**src/design/cbm_pkg.sv**
```systemverilog
// Shared types and constants for the bank mapper with sound window.
package cbm_pkg;

  localparam int unsigned NumBanks  = 4;
  localparam int unsigned BankW     = 8;
  localparam int unsigned AddrW     = 16;
  localparam int unsigned RomAddrW  = 21;
  localparam int unsigned PageOffW  = 13;

  localparam logic [AddrW-1:0] WinLo      = 16'h9800;
  localparam logic [AddrW-1:0] WinHi      = 16'hA000;
  localparam logic [AddrW-1:0] WrLo       = 16'h5000;
  localparam logic [AddrW-1:0] WrHi       = 16'hC000;
  localparam logic [AddrW-1:0] EnSelMask  = 16'hF800;
  localparam logic [AddrW-1:0] EnSelVal   = 16'h9000;
  localparam logic [AddrW-1:0] BankSelMsk = 16'h1800;
  localparam logic [AddrW-1:0] BankSelVal = 16'h1000;
  localparam logic [5:0]       EnPattern  = 6'h3F;
  localparam logic [BankW-1:0] MaskReset  = 8'hFF;

  typedef enum logic [1:0] {
    TGT_ROM_READ  = 2'd0,
    TGT_SND_READ  = 2'd1,
    TGT_SND_WRITE = 2'd2,
    TGT_NONE      = 2'd3
  } target_e;

  typedef enum logic {
    FUNC_READ  = 1'b0,
    FUNC_WRITE = 1'b1
  } func_e;

  typedef struct packed {
    func_e            func;
    logic [AddrW-1:0] bus_address;
    logic [7:0]       write_value;
  } in_word_t;

  typedef struct packed {
    target_e             target;
    logic [RomAddrW-1:0] rom_address;
    logic [7:0]          sound_offset;
    logic [7:0]          sound_data;
  } out_word_t;

  typedef logic [BankW-1:0] bank_t;

  // mapper state as seen by the decoder
  typedef struct packed {
    bank_t [NumBanks-1:0] banks;
    logic                 win_on;
    bank_t                block_mask;
  } map_state_t;

  // state change requested by one write
  typedef struct packed {
    logic       win_we;
    logic       win_val;
    logic       bank_we;
    logic [1:0] bank_idx;
    bank_t      bank_val;
  } map_upd_t;

endpackage

```
**src/design/cartridge_bank_mapper_with_sound_window.sv**
```systemverilog
// Top level: 8 kB bank mapper with sound window, input and result registers.
// An accepted access waits in the input register and moves into the result register once that is free.
// Throughput: one access per cycle while the sink does not stall; the result register frees as the sink takes it.
// State updates land when an access moves into the result register, so the next
// access already decodes against them.
// Reset: banks 0,1,2,3, window off, block mask 0xFF, both stages empty.
module cartridge_bank_mapper_with_sound_window (
  input  logic               clk_i,
  input  logic               rst_ni,
  input  logic               in_valid_i,
  output logic               in_stall_o,
  input  cbm_pkg::in_word_t  in_word_i,
  output logic               out_valid_o,
  input  logic               out_stall_i,
  output cbm_pkg::out_word_t out_word_o,
  input  logic               cfg_valid_i,
  output logic               cfg_ready_o,
  input  cbm_pkg::bank_t     cfg_data_i
);

  logic                in_vld_q;
  cbm_pkg::in_word_t   in_word_q;
  logic                out_vld_q;
  cbm_pkg::out_word_t  out_word_q;
  cbm_pkg::out_word_t  res_d;
  cbm_pkg::map_upd_t   upd;
  cbm_pkg::map_state_t state;
  logic                out_free;
  logic                advance;
  logic                in_take;

  assign out_free = !out_vld_q || !out_stall_i;
  assign advance  = in_vld_q && out_free;
  assign in_stall_o = in_vld_q && !out_free;
  assign in_take  = in_valid_i && !in_stall_o;
  assign cfg_ready_o = 1'b1;

  cbm_decode u_decode (
    .word_i  (in_word_q),
    .state_i (state),
    .word_o  (res_d),
    .upd_o   (upd)
  );

  cbm_state u_state (
    .clk_i      (clk_i),
    .rst_ni     (rst_ni),
    .upd_en_i   (advance),
    .upd_i      (upd),
    .cfg_we_i   (cfg_valid_i && cfg_ready_o),
    .cfg_data_i (cfg_data_i),
    .state_o    (state)
  );

  always_ff @(posedge clk_i or negedge rst_ni) begin
    if (!rst_ni) begin
      in_vld_q  <= 1'b0;
      out_vld_q <= 1'b0;
    end else begin
      if (in_take) begin
        in_vld_q <= 1'b1;
      end else if (advance) begin
        in_vld_q <= 1'b0;
      end
      if (advance) begin
        out_vld_q <= 1'b1;
      end else if (!out_stall_i) begin
        out_vld_q <= 1'b0;
      end
    end
  end

  always_ff @(posedge clk_i) begin
    if (in_take) begin
      in_word_q <= in_word_i;
    end
    if (advance) begin
      out_word_q <= res_d;
    end
  end

  assign out_valid_o = out_vld_q;
  assign out_word_o  = out_word_q;

  // window flag only moves when an access is retired into the result stage
  a_win_upd : assert property (@(posedge clk_i) disable iff (!rst_ni)
    !$stable(state.win_on) |-> $past(advance))
    else $error("window flag changed without a retired access");

  a_bank_upd : assert property (@(posedge clk_i) disable iff (!rst_ni)
    !$stable(state.banks) |-> $past(advance && upd.bank_we))
    else $error("bank register changed without a bank write");

  a_no_stall_empty : assert property (@(posedge clk_i) disable iff (!rst_ni)
    !out_vld_q |-> !in_stall_o)
    else $error("input stalled with empty result stage");

  a_snd_write_no_upd : assert property (@(posedge clk_i) disable iff (!rst_ni)
    (advance && res_d.target == cbm_pkg::TGT_SND_WRITE) |-> !upd.win_we && !upd.bank_we)
    else $error("sound write also updated mapper state");

endmodule

```
**src/design/cbm_decode.sv**
```systemverilog
// Combinational decode of one bus access against the current mapper state.
module cbm_decode (
  input  cbm_pkg::in_word_t   word_i,
  input  cbm_pkg::map_state_t state_i,
  output cbm_pkg::out_word_t  word_o,
  output cbm_pkg::map_upd_t   upd_o
);

  logic       in_win;
  logic       in_wr_range;
  logic [1:0] idx;
  cbm_pkg::bank_t blk;

  assign in_win = state_i.win_on && (word_i.bus_address >= cbm_pkg::WinLo)
                  && (word_i.bus_address < cbm_pkg::WinHi);
  assign in_wr_range = (word_i.bus_address >= cbm_pkg::WrLo)
                       && (word_i.bus_address < cbm_pkg::WrHi);
  // page 2..5 -> bank 0..3; mirrors wrap onto the same banks
  assign idx = word_i.bus_address[14:13] + 2'd2;
  assign blk = state_i.banks[idx] & state_i.block_mask;

  always_comb begin
    word_o = '0;
    word_o.target = cbm_pkg::TGT_NONE;
    upd_o = '0;
    upd_o.bank_idx = idx;
    upd_o.bank_val = word_i.write_value;
    upd_o.win_val  = (word_i.write_value[5:0] == cbm_pkg::EnPattern);
    if (word_i.func == cbm_pkg::FUNC_READ) begin
      if (in_win) begin
        word_o.target       = cbm_pkg::TGT_SND_READ;
        word_o.sound_offset = word_i.bus_address[7:0];
      end else begin
        word_o.target      = cbm_pkg::TGT_ROM_READ;
        word_o.rom_address = {blk, word_i.bus_address[cbm_pkg::PageOffW-1:0]};
      end
    end else if (in_wr_range) begin
      if (in_win) begin
        word_o.target       = cbm_pkg::TGT_SND_WRITE;
        word_o.sound_offset = word_i.bus_address[7:0];
        word_o.sound_data   = word_i.write_value;
      end else begin
        upd_o.win_we  = ((word_i.bus_address & cbm_pkg::EnSelMask) == cbm_pkg::EnSelVal);
        upd_o.bank_we = ((word_i.bus_address & cbm_pkg::BankSelMsk) == cbm_pkg::BankSelVal);
      end
    end
  end

endmodule

```
**src/design/cbm_state.sv**
```systemverilog
// Bank registers, sound window flag and block mask register.
module cbm_state (
  input  logic                clk_i,
  input  logic                rst_ni,
  input  logic                upd_en_i,
  input  cbm_pkg::map_upd_t   upd_i,
  input  logic                cfg_we_i,
  input  cbm_pkg::bank_t      cfg_data_i,
  output cbm_pkg::map_state_t state_o
);

  cbm_pkg::bank_t [cbm_pkg::NumBanks-1:0] banks_q;
  logic           win_q;
  cbm_pkg::bank_t mask_q;

  always_ff @(posedge clk_i or negedge rst_ni) begin
    if (!rst_ni) begin
      for (int i = 0; i < cbm_pkg::NumBanks; i++) begin
        banks_q[i] <= cbm_pkg::bank_t'(i);
      end
      win_q  <= 1'b0;
      mask_q <= cbm_pkg::MaskReset;
    end else begin
      if (upd_en_i && upd_i.bank_we) begin
        banks_q[upd_i.bank_idx] <= upd_i.bank_val;
      end
      if (upd_en_i && upd_i.win_we) begin
        win_q <= upd_i.win_val;
      end
      if (cfg_we_i) begin
        mask_q <= cfg_data_i;
      end
    end
  end

  assign state_o.banks      = banks_q;
  assign state_o.win_on     = win_q;
  assign state_o.block_mask = mask_q;

endmodule
```
**config.mk**
```make
export PLATFORM = sky130hd
export DESIGN_NAME = cartridge_bank_mapper_with_sound_window
export DESIGN_NICKNAME = d
export VERILOG_FILES = /design/src/design/cbm_pkg.sv /design/src/design/cartridge_bank_mapper_with_sound_window.sv /design/src/design/cbm_decode.sv /design/src/design/cbm_state.sv
export SDC_FILE = /design/constraint.sdc
export NUM_CORES = 1
export LEC_CHECK = 0
export BUFFER_PORTS_ARGS = -buffer_cell sky130_fd_sc_hd__buf_2
export CAP_MARGIN = 20
export CORE_MARGIN = 2
export CORE_UTILIZATION = 57
export CTS_BUF_LIST = sky130_fd_sc_hd__clkbuf_2 sky130_fd_sc_hd__clkbuf_4 sky130_fd_sc_hd__clkbuf_8
export DETAILED_ROUTE_END_ITERATION = 8
export MAX_ROUTING_LAYER = met4
export PLACE_DENSITY = 0.94
export SLEW_MARGIN = 20
export SYNTH_ARGS = -nofsm -noshare
export SYNTH_HDL_FRONTEND = slang
export SYNTH_SLANG_ARGS = --single-unit
```
**constraint.sdc**
```tcl
create_clock -name clk_i -period 2.6 [get_ports clk_i]
set_clock_uncertainty 0.15 [all_clocks]
set_input_delay 0.39 -clock clk_i [delete_from_list [all_inputs] [get_ports clk_i]]
set_output_delay 0.39 -clock clk_i [all_outputs]
set_load 0.03 [all_outputs]
```
# Word-level counts from Yosys, hierarchy flattened
# Index checks and enable logic that the tools add are counted.
[totals] ff_bits=107 input_bits=38 output_inout_bits=42
[classes] n_addsub=1 n_lt_le_gt_ge=6 eq_ne=4 n_mux=23 bitwise_logic=1 reduce_logical=17
[ops] cell="$bwmux 32" count=1
[ops] cell="$lt 16x16->1 const B" count=2
[ops] cell="$mux 16" count=2
[ops] cell="$mux 8" count=4
[ops] cell="$bmux 8 s2" count=1
[ops] cell="$demux 8 s2" count=1
[ops] cell="$ge 16x15->1 const B" count=1
[ops] cell="$ge 16x16->1 const B" count=1
[ops] cell="$mux 1" count=12
[ops] cell="$logic_and 1x1->1" count=9
[ops] cell="$and 8x8->8" count=1
[ops] cell="$eq 6x6->1 const B" count=1
[ops] cell="$eq 5x5->1 const B" count=1
[ops] cell="$logic_not 1->1" count=4
[ops] cell="$mux 2" count=2
[ops] cell="$lt 2x3->1 const B" count=1
[ops] cell="$reduce_and 3->1" count=1
[ops] cell="$add 2x2->2 const B" count=1
[ops] cell="$eq 2x2->1 const B" count=1
[ops] cell="$ge 2x1->1 const B" count=1
[ops] cell="$ne 2x1->1 const B" count=1
[ops] cell="$reduce_bool 2->1" count=1
[ops] cell="$reduce_or 2->1" count=1
[ops] cell="$logic_or 1x1->1" count=1

# Logic depth before layout (Yosys ltp)
[depth] depth_word=7 mapped_depth=5 ltp_nobuf=3

# Modules after synthesis
# A second synthesis with hierarchy kept.
[hier_totals] hier_cells=240 area_unflattened_um2=4327.9
[by_module_without_submodules] mod="cartridge_bank_mapper_with_sound_window" n_inst=1 cells_per_inst=74 area_per_inst_um2=2025.7 seq_area_each_um2=1971.9
[by_module_without_submodules] mod="cbm_state" n_inst=1 cells_per_inst=90 area_per_inst_um2=1615.3 seq_area_each_um2=1041.0
[by_module_without_submodules] mod="cbm_decode" n_inst=1 cells_per_inst=76 area_per_inst_um2=686.9 seq_area_each_um2=0.0

# Worst setup path before layout
# Ideal clock, no wire load.
[synth_path] path_type="reg2reg" startpoint="register out_vld_q, in the netlist out_valid_o" endpoint="register out_word_q, in the netlist out_word_o[0] (enable)" setup_ps=394 arrival_time_ps=1564 path_slack_ps=492 stages_incl_launch_ff=3 path_buffers=0 cell_sequence="dfrtp_1 a21bo_2 inv_1"
[synth_via] elab_chain_cells=3
[synth_lines] item="start: declaration" line_no="cartridge_bank_mapper_with_sound_window.sv:23" source="logic out_vld_q;"
[synth_lines] item="start signal: assignment" line_no="cartridge_bank_mapper_with_sound_window.sv:58" source="out_vld_q <= 1'b0;"
[synth_lines] item="start signal: assignment" line_no="cartridge_bank_mapper_with_sound_window.sv:66" source="out_vld_q <= 1'b1;"
[synth_lines] item="start signal: assignment" line_no="cartridge_bank_mapper_with_sound_window.sv:68" source="out_vld_q <= 1'b0;"
[synth_lines] item="$logic_not 1->1" line_no="cartridge_bank_mapper_with_sound_window.sv:32" source="assign out_free = !out_vld_q || !out_stall_i;"
[synth_lines] item="$logic_or 1x1->1" line_no="cartridge_bank_mapper_with_sound_window.sv:32"
[synth_lines] item="$logic_and 1x1->1" line_no="cartridge_bank_mapper_with_sound_window.sv:33" source="assign advance = in_vld_q && out_free;"
[synth_lines] item="named net advance" line_no="cartridge_bank_mapper_with_sound_window.sv:29" source="logic advance;"
[synth_lines] item="end signal: assignment" line_no="cartridge_bank_mapper_with_sound_window.sv:78" source="out_word_q <= res_d;"
[synth_lines] item="end: declaration" line_no="cartridge_bank_mapper_with_sound_window.sv:24" source="cbm_pkg::out_word_t out_word_q;"
# The timed path passes the listed nets, and every way through them passes these cells.
# A chain may end at the register's enable or synchronous reset.

# Final worst setup path
[layout_path] startpoint="register in_word_q[22] (netlist bit)" endpoint="register u_state.win_q"
[layout_via] elab_chain_cells=7
[layout_lines] item="start: declaration" line_no="cartridge_bank_mapper_with_sound_window.sv:22" source="cbm_pkg::in_word_t in_word_q;"
[layout_lines] item="start signal: assignment" line_no="cartridge_bank_mapper_with_sound_window.sv:75" source="in_word_q <= in_word_i;"
[layout_lines] item="$ge 16x16->1" line_no="cbm_decode.sv:14" source="assign in_win = state_i.win_on && (word_i.bus_address >= cbm_pkg::WinLo)"
[layout_lines] item="$logic_and 1x1->1" line_no="cbm_decode.sv:14"
[layout_lines] item="$logic_and 1x1->1" line_no="cbm_decode.sv:15" source="&& (word_i.bus_address < cbm_pkg::WinHi);"
[layout_lines] item="$mux 1" line_no="cbm_decode.sv:38" source="if (in_win) begin"
[layout_lines] item="$mux 1 (*)" line_no="cbm_decode.sv:37" source="end else if (in_wr_range) begin"
[layout_lines] item="$mux 1 (*)" line_no="cbm_decode.sv:29" source="if (word_i.func == cbm_pkg::FUNC_READ) begin"
[layout_lines] item="$logic_and 1x1->1 (*)" line_no="cbm_state.sv:27" source="if (upd_en_i && upd_i.win_we) begin"
[layout_lines] item="end signal: assignment" line_no="cbm_state.sv:28" source="win_q <= upd_i.win_val;"
[layout_lines] item="end: declaration" line_no="cbm_state.sv:13" source="logic win_q;"
# Mark *: on every way between the ends. The rest lies on a longest branch, timed or not.

==> summary.txt <==
Run status
  – Status: finished, final reports clean

Routing
  – Total routed wirelength: 7700 um
  – Via-to-Cell Ratio: around 5.5
  – Via count: 2316
  – First-pass DRT Iterations: 4
  – ANT nets after route: 0
  – Remaining DRCs: 0
  – WL per Instance: 18.4 um
  – Iter 0 DRT Violations: 149

Placed design
  – Final Wtd Congestion: 0.791
  – Detailed placement HPWL: 5160 um
  – PortBufs: 78
  – Placement Setup Slack: between 0.4 and 0.5 ns

Global routing
  – Total track usage: 0.222
  – Initial antenna violation count: 1
  – Number of global-route vias before repair: 2337
  – First-pass GRT wire length: between 10000 and 15000 um
  – Largest net degree at the start of global routing: 44
  – Total gr overflow: 0

CTS
  – # hold bufs at CTS: 0
  – CTS H-Tree Depth: 3
  – Post-CTS sizing: 0
  – Clk_lat worst skew: 0.36 ns
  – CTS buffer count: 9
  – # Post-CTS Setup Buffers: 0
  – CTS root buf: clkbuf_8
  – CTS max path bufs: 2
  – Clk slew on worst S/H paths: 0.09 ns
  – CTS tree: done
  – Clk sinks: 107

Floorplan
  – Die width: 89.1 um
  – Die area: roughly 8000 um2
  – Io pins: 80
  – Area of the core: 7140 um2
  – Die height: 89.1 um
  – Initial core utilization: 0.578
  – Std cell rows: 31

Power and ir drop
  – Final Total Pwr: 3.63 mW
  – Leak Pwr: 2.12 nW
  – Worst vdd ir: 0.450 mV
  – PD cells: 742 nW/um2

Logic synthesis
  – Largest family of logic cells by synthesized area: multiplexers
  – Seq cells post-synth: approximately 110
  – Yosys synthesis warning count: 0
  – Syn Area/Cell: 18.1 um2
  – Seq/Total Area, Yosys: 0.731
  – Synth Area in Compound Gates: 0.00576
  – Cell Area, Synth: ~4100 um2
  – Cell variety after synth: 28
  – Adder-Cell Fraction of Synth Area: 0
  – Cells after Synth: 228
  – Syn Nets: 266
  – Post-Synth Simple-Gate Area: 0.0916
  – XOR/XNOR Fraction of Synth Area: 0.00212
  – Mux cell area share after synthesis: 0.156

Setup path
  – Critical R2R Capture: u_state.win_q$_DFFE_PN0P_
  – Reg2Reg Setup Slack: 0.48 ns
  – WP data required: 2.70 ns
  – Worst setup EP type: flip-flop
  – Critical path class: reg -> reg
  – FF-to-FF path depth: 3
  – Critical Path Start Type: flip-flop
  – Arrival time worst endpoint: ~2.2 ns
  – Worst R2R Start: in_word_q[22]$_DFFE_PP_
  – Crit-path max FO: 9

Final layout
  – Share of cells above drive strength 1: 0.524
  – Fin nets: about 350
  – Area growth syn-to-layout: 18.6%

STA
  – Post-layout min period: 2.12 ns
  – Actual slew at the worst max-slew pin: between 0.9 and 1 ns
  – Setup TNS: 0 ns
  – F_max: 471 MHz
  – RSZ-0062 raised after global routing: no
  – Final period util: 0.816
  – Slew Viols, Final: 0
  – Setup ws final: 0.479 ns
  – Slew HR: 0.375
  – Final setup vio count: 0
  – Final Hold Violating Endpoints: 0

Run
  – Max Cap Viol: 0

Worst hold path
  – Worst Hold Class: in -> async
worst max path at each step:
stage,cells past startpoint,from,end
2_1_floorplan,2,out_valid_o$_DFFE_PN0P_,out_word_o[0]$_SDFFCE_PN0P_
3_3_place_gp,3,in_word_q[22]$_DFFE_PP_,u_state.state_o[25]$_DFFE_PN0P_
3_5_place_dp,3,in_word_q[22]$_DFFE_PP_,u_state.win_q$_DFFE_PN0P_
4_1_cts,3,in_word_q[22]$_DFFE_PP_,u_state.win_q$_DFFE_PN0P_
5_1_grt,3,in_word_q[22]$_DFFE_PP_,u_state.state_o[28]$_DFFE_PN0P_
6_report,3,in_word_q[22]$_DFFE_PP_,u_state.win_q$_DFFE_PN0P_
through the flow:
stage / util / hold WS (ns) / area [um2] / std cells
global route: 0.685 / 0.0251 / 4890 / 419
detailed placement: 0.651 / 0.321 / 4640 / 402
finish: 0.685 / 0.0150 / 4890 / 419
CTS: 0.685 / 0.0306 / 4890 / 418
global placement: 0.651 / 0.303 / 4640 / 402
floorplan: - / -0.0556 / 4120 / 228
layer usage:
| metal | part of all wire | vias to the layer above | GRT usage |
|---|---|---|---|
| li1 | - | 1023 | - |
| met1 | 0.39 | 1180 | 0.257 |
| met2 | 0.53 | 99 | 0.368 |
| met3 | 0.056 | 14 | 0.0693 |
| met4 | 0.023 | 0 | 0.0841 |
| met5 | 0 | - | - |
power breakdown:
group | total (mW) | internal [mW] | leakage (nW) | switching (mW)
combinational | 0.378 | 0.158 | 0.836 | 0.220
clock | 1.19 | 0.673 | 0.121 | 0.520
sequential | 2.06 | 1.98 | 1.17 | 0.0813
total | 3.63 | 2.81 | 2.12 | 0.822
cells by family (layout without fill, tap and decap cells):
group                  Yosys count  in the layout
AND/OR/NAND/NOR                 55             55
buffers and inverters           12            103
flip-flops                     107            107
XOR/XNOR                         1              1
other                            1              2
AO/OA/AOI/OAI                    3              3
multiplexers                    49             49
layout by cell type, fill, tap and decap left out, drive strengths merged:
cell type and instances:
nor4 1, nand4bb 1, xor2 1, nand2b 1, or3b 1, edfxtp 64
clkinvlp 1, inv 2, diode 1, clkbuf 11, a21o 1, and4bb 1
nand2 2, nand4 1, and2 22, dfrtp 31, conb 1, a21bo 1
clkinv 1, mux2 41, nor3 2, or3 1, a31oi 1, dfstp 12
nand3b 3, mux4 8, buf 85, and3 17, nor2 1, nand3 1
bufinv 3
final cells by class:
type,count,area (um2)
clock inverter,5,101
tap,99,124
antenna,1,2.50
multi-input combinational,109,1060
timing repair buffer,85,443
inverter,2,7.51
clock buffer,11,145
fill,478,2240
sequential,107,3010
registers in the layout, summed over array words and instances (netlist names):
register / flops
out_word_o: 39
u_state.state_o: 32
in_word_q: 25
u_state.mask_q: 8
in_vld_q: 1
out_valid_o: 1
u_state.win_q: 1
synthesized netlist by cell type:
library cell / instances / area, um2
dfstp_2: 12 / 315
a31oi_1: 1 / 6.26
nand4_1: 1 / 6.26
nand2_1: 2 / 7.51
inv_1: 2 / 7.51
or3_1: 1 / 6.26
a21o_1: 1 / 7.51
mux4_2: 8 / 180
clkbuf_1: 6 / 22.5
nand4bb_1: 1 / 11.3
nand3_1: 1 / 5.00
or3b_4: 1 / 11.3
mux2_2: 41 / 462
conb_1: 1 / 3.75
and4bb_2: 1 / 12.5
buf_2: 2 / 10.0
buf_4: 2 / 15.0
nor2_1: 1 / 3.75
nor4_4: 1 / 21.3
and2_1: 22 / 138
xor2_1: 1 / 8.76
dfrtp_1: 31 / 776
a21bo_2: 1 / 10.0
edfxtp_1: 64 / 1920
nand3b_1: 3 / 22.5
and3_1: 17 / 106
nor3_2: 2 / 20.0
nand2b_1: 1 / 6.26
critical path, cell delays in order (launching register included):
cell	delay, ns
edfxtp_1	0.55
or3b_4	0.44
nor4_4	0.47
mux2_2	0.41
(Power assumes the default switching activity.)
